### src/hdl/ffra_pkg.sv
// ----------------------------------------------------------------------------
// ffra_pkg
// types and constants shared by the first-fit region allocator
// ----------------------------------------------------------------------------
package ffra_pkg;

  localparam int unsigned DATA_W      = 16;
  localparam int unsigned NEED_W      = DATA_W + 1;
  localparam int unsigned ALIGN_BYTES = 4;
  localparam logic [DATA_W-1:0] POOL_RESET = 16'd10000;

  localparam int unsigned STATUS_W = 3;
  typedef logic [STATUS_W-1:0] status_t;

  localparam status_t STAT_ALLOCATED  = 3'd0;
  localparam status_t STAT_NO_SPACE   = 3'd1;
  localparam status_t STAT_TABLE_FULL = 3'd2;
  localparam status_t STAT_FREED      = 3'd3;
  localparam status_t STAT_NOT_FOUND  = 3'd4;

  localparam logic KIND_ALLOC = 1'b0;
  localparam logic KIND_FREE  = 1'b1;

  typedef enum logic [2:0] {
    S_IDLE,
    S_SCAN,
    S_INS,
    S_DEL,
    S_FIN
  } state_t;

endpackage

### src/hdl/first_fit_region_allocator.sv
// ----------------------------------------------------------------------------
// first_fit_region_allocator
// first-fit allocator over a sorted region table held in a small memory
// ----------------------------------------------------------------------------
// sequence: a transaction scans the table, shifts entries to insert or delete when
//   it finds a gap or a matching key, then loads the result; an allocate on a full
//   table goes straight to the result; the next transaction is accepted in the cycle after the result is loaded
// throughput: one transaction at a time, set by the single memory read port and
//   the one shared subtract/compare unit walking the table one entry per cycle
// reset: region count cleared, pool size set to 10000, table contents untouched
// ----------------------------------------------------------------------------
module first_fit_region_allocator
  import ffra_pkg::*;
#(
  parameter int unsigned MAX_REGIONS = 16
) (
  input  logic        clk,
  input  logic        rst_n,
  input  logic        in_tvalid,
  output logic        in_tready,
  input  logic [31:0] in_tdata,   // size_bytes[15:0], free_key[31:16]
  input  logic        in_tuser,   // kind
  output logic        out_tvalid,
  input  logic        out_tready,
  output logic [23:0] out_tdata,  // status[2:0], offset[18:3], zero pad
  input  logic        cfg_wr_en,
  input  logic [15:0] cfg_wr_data
);

  localparam int unsigned IDX_W = (MAX_REGIONS > 1) ? $clog2(MAX_REGIONS) : 1;
  localparam int unsigned CNT_W = $clog2(MAX_REGIONS + 1);
  localparam int unsigned MEM_W = 2 * DATA_W;

  state_t state_r, state_nxt;

  logic [MEM_W-1:0]  region_mem [MAX_REGIONS];
  logic [MEM_W-1:0]  rdata_r;
  logic [IDX_W-1:0]  rd_addr;
  logic              mem_we;
  logic [IDX_W-1:0]  mem_waddr;
  logic [MEM_W-1:0]  mem_wdata;

  logic [DATA_W-1:0] pool_r;
  logic [CNT_W-1:0]  count_r, count_nxt;
  logic [CNT_W-1:0]  idx_r, idx_nxt;
  logic [IDX_W-1:0]  pos_r, pos_nxt;
  logic [IDX_W-1:0]  ptr_r, ptr_nxt;
  logic [NEED_W-1:0] cur_r, cur_nxt;
  logic [NEED_W-1:0] need_r, need_nxt;
  logic [DATA_W-1:0] key_r, key_nxt;
  logic              kind_r, kind_nxt;
  status_t           status_r, status_nxt;

  logic              out_valid_r, out_valid_nxt;
  status_t           out_status_r, out_status_nxt;
  logic [DATA_W-1:0] out_offset_r, out_offset_nxt;

  logic              in_fire;
  logic              out_free;
  logic              at_end;
  logic              table_full;
  logic [DATA_W-1:0] rd_start;
  logic [DATA_W-1:0] rd_len;
  logic [NEED_W-1:0] round_sum;
  logic [NEED_W-1:0] round_need;
  logic [NEED_W-1:0] cmp_lhs;
  logic [NEED_W:0]   cmp_diff;
  logic              fits;
  logic [CNT_W-1:0]  ptr_next_cnt;

  assign in_tready  = (state_r == S_IDLE);
  assign in_fire    = in_tvalid && in_tready;
  assign out_free   = !out_valid_r || out_tready;
  assign at_end     = (idx_r == count_r);
  assign table_full = (count_r == CNT_W'(MAX_REGIONS));
  assign rd_start   = rdata_r[MEM_W-1:DATA_W];
  assign rd_len     = rdata_r[DATA_W-1:0];

  assign round_sum  = {1'b0, in_tdata[15:0]} + NEED_W'(ALIGN_BYTES - 1);
  assign round_need = round_sum & ~NEED_W'(ALIGN_BYTES - 1);

  // shared subtract/compare: gap ahead of the current entry or the pool tail
  assign cmp_lhs  = at_end ? {1'b0, pool_r} : {1'b0, rd_start};
  assign cmp_diff = {1'b0, cmp_lhs} - {1'b0, cur_r};
  assign fits     = !cmp_diff[NEED_W] && (cmp_diff[NEED_W-1:0] >= need_r);

  assign ptr_next_cnt = CNT_W'(ptr_r) + CNT_W'(1);

  assign out_tvalid = out_valid_r;
  assign out_tdata  = {5'd0, out_offset_r, out_status_r};

  always_comb begin
    state_nxt = state_r;
    unique case (state_r)
      S_IDLE: begin
        if (in_fire) begin
          if (in_tuser == KIND_ALLOC && table_full) begin
            state_nxt = S_FIN;
          end else begin
            state_nxt = S_SCAN;
          end
        end
      end
      S_SCAN: begin
        if (kind_r == KIND_ALLOC) begin
          if (fits) begin
            state_nxt = S_INS;
          end else if (at_end) begin
            state_nxt = S_FIN;
          end
        end else begin
          if (at_end) begin
            state_nxt = S_FIN;
          end else if (rd_start == key_r) begin
            state_nxt = S_DEL;
          end
        end
      end
      S_INS: begin
        if (ptr_r == pos_r) begin
          state_nxt = S_FIN;
        end
      end
      S_DEL: begin
        if (ptr_next_cnt >= count_r) begin
          state_nxt = S_FIN;
        end
      end
      S_FIN: begin
        if (out_free) begin
          state_nxt = S_IDLE;
        end
      end
      default: state_nxt = S_IDLE;
    endcase
  end

  always_comb begin
    count_nxt      = count_r;
    idx_nxt        = idx_r;
    pos_nxt        = pos_r;
    ptr_nxt        = ptr_r;
    cur_nxt        = cur_r;
    need_nxt       = need_r;
    key_nxt        = key_r;
    kind_nxt       = kind_r;
    status_nxt     = status_r;
    rd_addr        = '0;
    mem_we         = 1'b0;
    mem_waddr      = ptr_r;
    mem_wdata      = rdata_r;
    out_valid_nxt  = out_valid_r && !out_tready;
    out_status_nxt = out_status_r;
    out_offset_nxt = out_offset_r;
    unique case (state_r)
      S_IDLE: begin
        if (in_fire) begin
          kind_nxt   = in_tuser;
          need_nxt   = round_need;
          key_nxt    = in_tdata[31:16];
          idx_nxt    = '0;
          cur_nxt    = '0;
          status_nxt = STAT_TABLE_FULL;
        end
      end
      S_SCAN: begin
        rd_addr = IDX_W'(idx_r + CNT_W'(1));
        if (kind_r == KIND_ALLOC) begin
          if (fits) begin
            pos_nxt = idx_r[IDX_W-1:0];
            ptr_nxt = count_r[IDX_W-1:0];
            rd_addr = IDX_W'(count_r - CNT_W'(1));
          end else if (at_end) begin
            status_nxt = STAT_NO_SPACE;
          end else begin
            cur_nxt = {1'b0, rd_start} + {1'b0, rd_len};
            idx_nxt = idx_r + CNT_W'(1);
          end
        end else begin
          if (at_end) begin
            status_nxt = STAT_NOT_FOUND;
          end else if (rd_start == key_r) begin
            pos_nxt = idx_r[IDX_W-1:0];
            ptr_nxt = idx_r[IDX_W-1:0];
          end else begin
            idx_nxt = idx_r + CNT_W'(1);
          end
        end
      end
      S_INS: begin
        mem_we = 1'b1;
        if (ptr_r == pos_r) begin
          mem_waddr  = pos_r;
          mem_wdata  = {cur_r[DATA_W-1:0], need_r[DATA_W-1:0]};
          count_nxt  = count_r + CNT_W'(1);
          status_nxt = STAT_ALLOCATED;
        end else begin
          ptr_nxt = ptr_r - IDX_W'(1);
          rd_addr = ptr_r - IDX_W'(2);
        end
      end
      S_DEL: begin
        if (ptr_next_cnt < count_r) begin
          mem_we  = 1'b1;
          ptr_nxt = ptr_r + IDX_W'(1);
          rd_addr = ptr_r + IDX_W'(2);
        end else begin
          count_nxt  = count_r - CNT_W'(1);
          status_nxt = STAT_FREED;
        end
      end
      S_FIN: begin
        if (out_free) begin
          out_valid_nxt  = 1'b1;
          out_status_nxt = status_r;
          out_offset_nxt = (status_r == STAT_ALLOCATED) ? cur_r[DATA_W-1:0] : '0;
        end
      end
      default: begin
        count_nxt = count_r;
      end
    endcase
  end

  always_ff @(posedge clk) begin
    if (mem_we) begin
      region_mem[mem_waddr] <= mem_wdata;
    end
    rdata_r <= region_mem[rd_addr];
  end

  always_ff @(posedge clk) begin
    if (!rst_n) begin
      state_r     <= S_IDLE;
      count_r     <= '0;
      out_valid_r <= 1'b0;
      pool_r      <= POOL_RESET;
    end else begin
      state_r     <= state_nxt;
      count_r     <= count_nxt;
      out_valid_r <= out_valid_nxt;
      if (cfg_wr_en) begin
        pool_r <= cfg_wr_data;
      end
    end
  end

  always_ff @(posedge clk) begin
    idx_r        <= idx_nxt;
    pos_r        <= pos_nxt;
    ptr_r        <= ptr_nxt;
    cur_r        <= cur_nxt;
    need_r       <= need_nxt;
    key_r        <= key_nxt;
    kind_r       <= kind_nxt;
    status_r     <= status_nxt;
    out_status_r <= out_status_nxt;
    out_offset_r <= out_offset_nxt;
  end

  a_count_bound: assert property (@(posedge clk) disable iff (!rst_n)
    count_r <= CNT_W'(MAX_REGIONS))
    else $error("region count beyond table depth");

  a_scan_bound: assert property (@(posedge clk) disable iff (!rst_n)
    state_r == S_SCAN |-> idx_r <= count_r)
    else $error("scan index past live entries");

  a_offset_zero: assert property (@(posedge clk) disable iff (!rst_n)
    out_valid_r && out_status_r != STAT_ALLOCATED |-> out_offset_r == '0)
    else $error("nonzero offset on failed or free transaction");

  a_leave_idle: assert property (@(posedge clk) disable iff (!rst_n)
    in_fire |=> state_r != S_IDLE)
    else $error("sequencer stayed idle after accepting a transaction");

endmodule

### config.mk
export PLATFORM = sky130hd
export DESIGN_NAME = first_fit_region_allocator
export DESIGN_NICKNAME = d
export VERILOG_FILES = /design/src/hdl/ffra_pkg.sv /design/src/hdl/first_fit_region_allocator.sv
export SDC_FILE = /design/constraint.sdc
export NUM_CORES = 1
export LEC_CHECK = 0
export ABC_AREA = 1
export BUFFER_PORTS_ARGS = -buffer_cell sky130_fd_sc_hd__buf_2
export CORE_ASPECT_RATIO = 0.5
export CORE_MARGIN = 8
export CORE_UTILIZATION = 50
export DETAILED_ROUTE_END_ITERATION = 7
export HOLD_SLACK_MARGIN = 0.1
export PLACE_DENSITY = 0.66
export SYNTH_ARGS = -nofsm -noshare
export SYNTH_HDL_FRONTEND = slang
export SYNTH_SLANG_ARGS = --single-unit
### constraint.sdc
create_clock -name clk -period 8.36 [get_ports clk]
set_clock_uncertainty 0.2 [all_clocks]
set_input_delay 0 -clock clk [delete_from_list [all_inputs] [get_ports clk]]
set_output_delay 0 -clock clk [all_outputs]
set_load 0.03 [all_outputs]
==> results of run 1 <==
layer usage:
| metal | track usage [%] | vias to the layer above |
|---|---|---|
| li1 | - | 10483 |
| met1 | 33.3 | 10842 |
| met2 | 37.5 | 1115 |
| met3 | 5.65 | 184 |
| met4 | 7.20 | 8 |
| met5 | 0 | - |
cells by family (layout without fill, tap and decap cells):
family          after synthesis  count (layout)  synth area share [%]
other cells                   1              10                0.0123
fa+ha+maj                    63              63                  2.66
mux                           2               2                0.0697
simple gates               1431            1431                  21.8
flops                       653             653                  62.4
compound gates              167             167                  2.99
buf+inv                     647             890                  8.55
xor+xnor                     54              54                  1.55
worst max-delay path: cells and delay by family, from the launching register on:
family	cells	cell delay, ns
fa+ha+maj	2	0.64
buf+inv	6	1.91
simple gates	24	2.56
compound gates	5	0.92
flops	1	0.47
worst max path at each step:
stage | startpoint | endpoint | slack (ns) | depth (start not counted)
final | idx_r[0]$_SDFFCE_PN0P_ | rdata_r[4]$_DFF_P_ | 1.54 | 37
after floorplan | idx_r[0]$_SDFFCE_PN0P_ | ptr_r[0]$_DFFE_PP_ | 2.47 | 33
after detailed placement | idx_r[0]$_SDFFCE_PN0P_ | rdata_r[12]$_DFF_P_ | 1.63 | 38
after global placement | idx_r[0]$_SDFFCE_PN0P_ | rdata_r[4]$_DFF_P_ | 1.77 | 40
after global routing | idx_r[0]$_SDFFCE_PN0P_ | rdata_r[29]$_DFF_P_ | 0.90 | 40
after CTS | idx_r[0]$_SDFFCE_PN0P_ | rdata_r[4]$_DFF_P_ | 1.61 | 37
flip-flops by register name, summed over array words and instances (netlist names):
name and count:
region_mem 512, rdata_r 32, cur_r 17, key_r 16
out_offset_r 16, pool_r 16, need_r 15, count_r 5
idx_r 5, pos_r 4, ptr_r 4, out_status_r 3
state_r 3, status_r 3, kind_r 1, out_tvalid 1
Yosys cell counts, drive strengths merged (3+ instances only):
cell | n | area, um2
a31oi | 5 | 31.3
xnor2 | 30 | 263
o211ai | 8 | 60.1
nand2 | 575 | 2190
inv | 488 | 1830
buf | 111 | 596
fa | 3 | 60.1
ha | 60 | 751
clkbuf | 47 | 176
a21oi | 65 | 333
and2 | 3 | 18.8
dfxtp | 57 | 1140
o21ai | 73 | 365
nand3b | 97 | 728
edfxtp | 596 | 17900
nor3 | 5 | 30.0
o21a | 5 | 37.5
nor2 | 126 | 498
xor2 | 24 | 210
nand3 | 613 | 3090
nand4 | 8 | 56.3
where the power goes:
group	internal [mW]	switching [mW]
clock	1.49	1.22
sequential	4.28	0.344
combinational	1.89	3.88
final cells by class:
cell class	count	area, um2	area share [%]
clock inverters	26	289	0.817
diodes	5	12.5	0.0354
multi-input cells	1722	9060	25.6
repair buffers	291	2480	7.02
well taps	825	1030	2.92
flip-flops and latches	653	19000	53.8
clock buffers	84	1630	4.61
inverters	489	1840	5.19
==> reports/qor.yml, run 1 <==
run_status:
  outcome: "finished, final reports clean"
placed_design:
  pre_cts_ws_ns: 1.63
  placed_area_mm2: 0.0319
  place.gp.congestion: 0.897
  hpwl_um: 45000
  dp.cells: 3826
  portBuffers: 74
critical_path:
  path_class: "reg2reg"
  cpPeakStageDelay_ns: 0.68
  cp_slowest_cell: "inv_1"
  rrSetupSlack_ns: 1.54
  crit_path_max_fanout: 24
  r2r-end: "rdata_r[4]$_DFF_P_"
  worst_path_most_repeated_cell: "nand2_1"
  start_kind: "register"
  critPathRequiredTime_ns: 8.72
  end_kind: "register"
  r2r_cells: 37
  worstReg2RegStart: "idx_r[0]$_SDFFCE_PN0P_"
  cp_data_arrival_time_ns: 7.17
timing:
  rsz0062_at_grt: "false"
  hold_violations: 0
  hold-worst-slack_ns: 0.181
  worst_pin_slew_ns: 1.23
  fmax_mhz: 147
  slew_headroom_pct: 17.4
  fin_crit_ns: 6.82
  tns_ns: 0
  setup_ws_ns: 1.54
  setup_viol: 0
  drv_slew: 0
  final_min_period_over_clock_period_pct: 81.5
flow_run:
  maxCapViolCount: 0
logic_synthesis:
  synth_ff_type: "edfxtp_1"
  synth-seq-cells: 653
  async_reset_ff_share_pct: 0
  yosysWarnings: 0
  synth_area_mm2: 0.0305
  syn_avg_cell_area_um2: 10.1
  synth_edf_count: 596
  ys_types: 50
  ys_seq_area_share_pct: 62.4
  syn_inst: 3018
global_routing:
  first_global_vias: 21708
  overflow: 0
  grt_max_degree: 194
  antenna_found_initial: 10
  grtUsageTotal_pct: 24.0
  grt_pass1_wl_um: 128000
drt:
  wl_met3_um: 9700
  vias_per_cell: 5.53
  wl_met1_um: 35100
  drtIter0Drc: 2921
  drt-total-wl_um: 84900
  wl_per_cell_um: 20.7
  dr_total_vias: 22632
  highest_layer: "met5"
  drtAntennaViolNets: 0
  drc: 0
  wl_met2_um: 37700
  first_pass_iters: 6
clock_tree:
  clock-root-buffer: "clkbuf_16"
  ctsHtreeMaxLevel: 2
  cts_setup_buffers: 0
  cts_tree: "built"
  ctsLongestPathBuffers: 3
  cts_buffers: 59
  clk_latency_ns: 0.63
  ctsHoldBuffers: 154
  postCtsResizedCells: 0
  clock-sinks: 653
  cts.clk_slew.worst_paths_ns: 0.07
floorplanning:
  die_area_mm2: 0.0696
  core_mm2: 0.0607
  rows: 64
  start_util_pct: 50.3
  die_h_um: 191
  die_w_um: 365
  ios: 80
pwr:
  vdd_drop_max_v: 0.000471
  powerDensity_mw_per_mm2: 370
  p_leak_nw: 14.7
  finalPower_mw: 13.1
hold_path:
  holdCritStartpoint: "in_tdata[9]"
  hold_path_end: "need_r[9]$_DFFE_PP_"
  hold_class: "in2reg"
  whs_path_depth: 4
layout:
  fin_util_pct: 58.3
  drive_gt1_share_pct: 8.67
  area_delta_synth_final_pct: 16.0
  finalNonFillerCells: 4095
  stdcell_area_mm2: 0.0354
  nets: 3333
  final_cell_mix: "609 x nand3_1, 596 x edfxtp_1, 566 x nand2_1"
  mostFrequentLayoutCell: "nand3_1"
  n_fill_cell: 4946
Note: power is estimated with default switching activity, not from simulation.
==> run 2: changes to the inputs <==
--- a/config.mk
+++ b/config.mk
@@ -12,7 +12,7 @@
 export CORE_UTILIZATION = 50
 export DETAILED_ROUTE_END_ITERATION = 7
 export HOLD_SLACK_MARGIN = 0.1
-export PLACE_DENSITY = 0.66
+export PLACE_DENSITY = 0.69
 export SYNTH_ARGS = -nofsm -noshare
 export SYNTH_HDL_FRONTEND = slang
 export SYNTH_SLANG_ARGS = --single-unit
==> constraint.sdc (replaced) <==
create_clock -name clk -period 6.1 [get_ports clk]
set_clock_uncertainty 0.2 [all_clocks]
set_input_delay 0 -clock clk [delete_from_list [all_inputs] [get_ports clk]]
set_output_delay 0 -clock clk [all_outputs]
set_load 0.03 [all_outputs]
==> reports/qor.yml, run 2 (synthesis gave the netlist of run 1 again) <==
run_status:
  outcome: "finished, final reports clean"  # unchanged
global_routing:
  grt_pass1_wl_um: 128000  # about the same
  antenna_found_initial: 2  # was 10
  grt_max_degree: 109  # was 194
  first_global_vias: 21460  # was 21.7k
  overflow: 0  # unchanged
  grtUsageTotal_pct: 24.0  # about the same
floorplanning:
  rows: 64  # unchanged
  ios: 80  # unchanged
  core_mm2: 0.0607  # unchanged
  start_util_pct: 50.3  # unchanged
  die_area_mm2: 0.0696  # unchanged
  die_h_um: 191  # unchanged
  die_w_um: 365  # unchanged
clock_tree:
  clk_latency_ns: 0.63  # about the same
  clock-root-buffer: "clkbuf_16"  # unchanged
  cts_tree: "built"  # unchanged
  ctsHtreeMaxLevel: 2  # unchanged
  ctsLongestPathBuffers: 3  # unchanged
  clock-sinks: 653  # unchanged
  cts.clk_slew.worst_paths_ns: 0.07  # about the same
  cts_buffers: 57  # was 59
critical_path:
  crit_path_max_fanout: 24  # unchanged
  cp_slowest_cell: "edfxtp_1"  # was inv_1
  worst_path_most_repeated_cell: "nand2_1"  # unchanged
  end_kind: "register"  # unchanged
  start_kind: "register"  # unchanged
  path_class: "reg2reg"  # unchanged
  cpPeakStageDelay_ns: 0.42  # was 0.68 ns
  cp_data_arrival_time_ns: 6.04  # was 7.17 ns
  critPathRequiredTime_ns: 6.41  # was 8.72 ns
drt:
  wl_met2_um: 39600  # was 37700 um
  wl_met3_um: 11900  # was 9700 um
  drc: 0  # unchanged
  dr_total_vias: 23255  # was 22.6k
  wl_per_cell_um: 21.9  # was 20.7 um
  highest_layer: "met5"  # unchanged
  vias_per_cell: 5.61  # was 5.53
  drtIter0Drc: 3174  # was 2921
  first_pass_iters: 6  # unchanged
  drtAntennaViolNets: 0  # unchanged
  drt-total-wl_um: 90700  # was 84900 um
  wl_met1_um: 36800  # was 35100 um
layout:
  multi_input_area_mm2: 0.00910  # was 0.00906 mm2
  largest_reg_flops: 512  # unchanged
  stdcell_area_mm2: 0.0362  # was 0.0354 mm2
  drive_gt1_share_pct: 10.1  # was 8.67%
  reg_top3: "region_mem: 512 flops, rdata_r: 32 flops, cur_r: 17 flops"  # unchanged
  nets: 3389  # was 3333
  area_delta_synth_final_pct: 18.8  # was 16.0%
  top_register: "region_mem"  # unchanged
  mostFrequentLayoutCell: "nand3_1"  # unchanged
  final_cell_mix: "608 x nand3_1, 596 x edfxtp_1, 564 x nand2_1"  # was 609 x nand3_1, 596 x edfxtp_1, 566 x nand2_1
  register_area_mm2: 0.0190  # unchanged
  n_fill_cell: 4787  # was 4946
placed_design:
  hpwl_um: 49800  # was 45000 um
  pre_cts_ws_ns: 0.0276  # was 1.63 ns
  placed_area_mm2: 0.0323  # was 0.0319 mm2
  portBuffers: 74  # unchanged
  place.gp.congestion: 0.910  # was 0.897
hold_path:
  hold_class: "in2reg"  # unchanged
timing:
  setup_viol: 0  # unchanged
  slew_headroom_pct: 16.1  # was 17.4%
  rsz0062_at_grt: "true"  # was false
  worst_pin_slew_ns: 1.25  # was 1.23 ns
  drv_slew: 0  # unchanged
  hold_violations: 0  # unchanged
  tns_ns: 0  # unchanged
  setup_ws_ns: 0.373  # was 1.54 ns
  fin_crit_ns: 5.73  # was 6.82 ns
  final_min_period_over_clock_period_pct: 93.9  # was 81.5%
  fmax_mhz: 175  # was 147 MHz
pwr:
  p_leak_nw: 15.1  # was 14.7 nW
  finalPower_mw: 19.0  # was 13.1 mW
  vdd_drop_max_v: 0.000309  # was 0.000471 V
  powerDensity_mw_per_mm2: 525  # was 370 mW/mm2
flow_run:
  maxCapViolCount: 0  # unchanged
-- run 2: what timing repair did --
action	in CTS	in global routing
gates cloned	0	16
gates resized for setup	1	29
pin swaps	0	5
hold endpoints to repair	116	0
hold buffers	156	0
endpoints found under the setup margin	1	37
setup buffers	0	7
-- run 2: power breakdown --
| group | internal, mW | leakage, nW | switching (mW) |
|---|---|---|---|
| Sequential | 5.86 | 5.87 | 0.425 |
| Clock | 2.02 | 0.911 | 1.66 |
| Combinational | 3.12 | 8.34 | 5.95 |
-- run 2: area by class of cell --
| cell class | count | share of cell area (%) |
|---|---|---|
| Antenna cell | 2 | 0.0138 |
| Clock buffer | 84 | 4.47 |
| Clock inverter | 24 | 0.728 |
| Inverter | 489 | 5.09 |
| Multi-Input combinational cell | 1724 | 25.1 |
| Sequential cell | 653 | 52.5 |
| Tap cell | 825 | 2.85 |
| Timing Repair Buffer | 347 | 9.22 |
-- run 2: worst paths after layout --
path	from	endpoint	slack, ns	cells past startpoint
worst max register to register	idx_r[0]$_SDFFCE_PN0P_	rdata_r[18]$_DFF_P_	0.37	38
worst min-delay path	in_tdata[8]	need_r[9]$_DFFE_PP_	0.21	4
worst max-delay path	idx_r[0]$_SDFFCE_PN0P_	rdata_r[18]$_DFF_P_	0.37	38
worst min register to register	status_r[1]$_DFFE_PP_	out_status_r[1]$_DFFE_PP_	0.25	0
-- run 2: per-stage QoR --
stage | util [%] | hold slack, ns | std cells
6_report | 59.7 | 0.207 | 4148
4_1_cts | 58.8 | 0.145 | 4123
3_3_place_gp | 53.2 | -0.0235 | 3859
5_1_grt | 59.7 | 0.213 | 4147
2_1_floorplan | - | -0.101 | 3022
3_5_place_dp | 53.2 | -0.0219 | 3859
-- run 2: critical path, delay by kind of cell (launching register included) --
kind | cells | cell delay (ns)
muxes | 1 | 0.20
buffers and inverters | 5 | 0.68
AOI/OAI and AO/OA | 5 | 0.73
adders and majority gates | 3 | 0.88
and+or+nand+nor | 24 | 2.51
DFF | 1 | 0.42
-- run 2: per-layer routing --
metal	GRT usage [%]	up-vias
met5	0	-
met4	6.81	4
met3	6.06	205
met2	36.8	1390
met1	33.9	11046
li1	-	10610
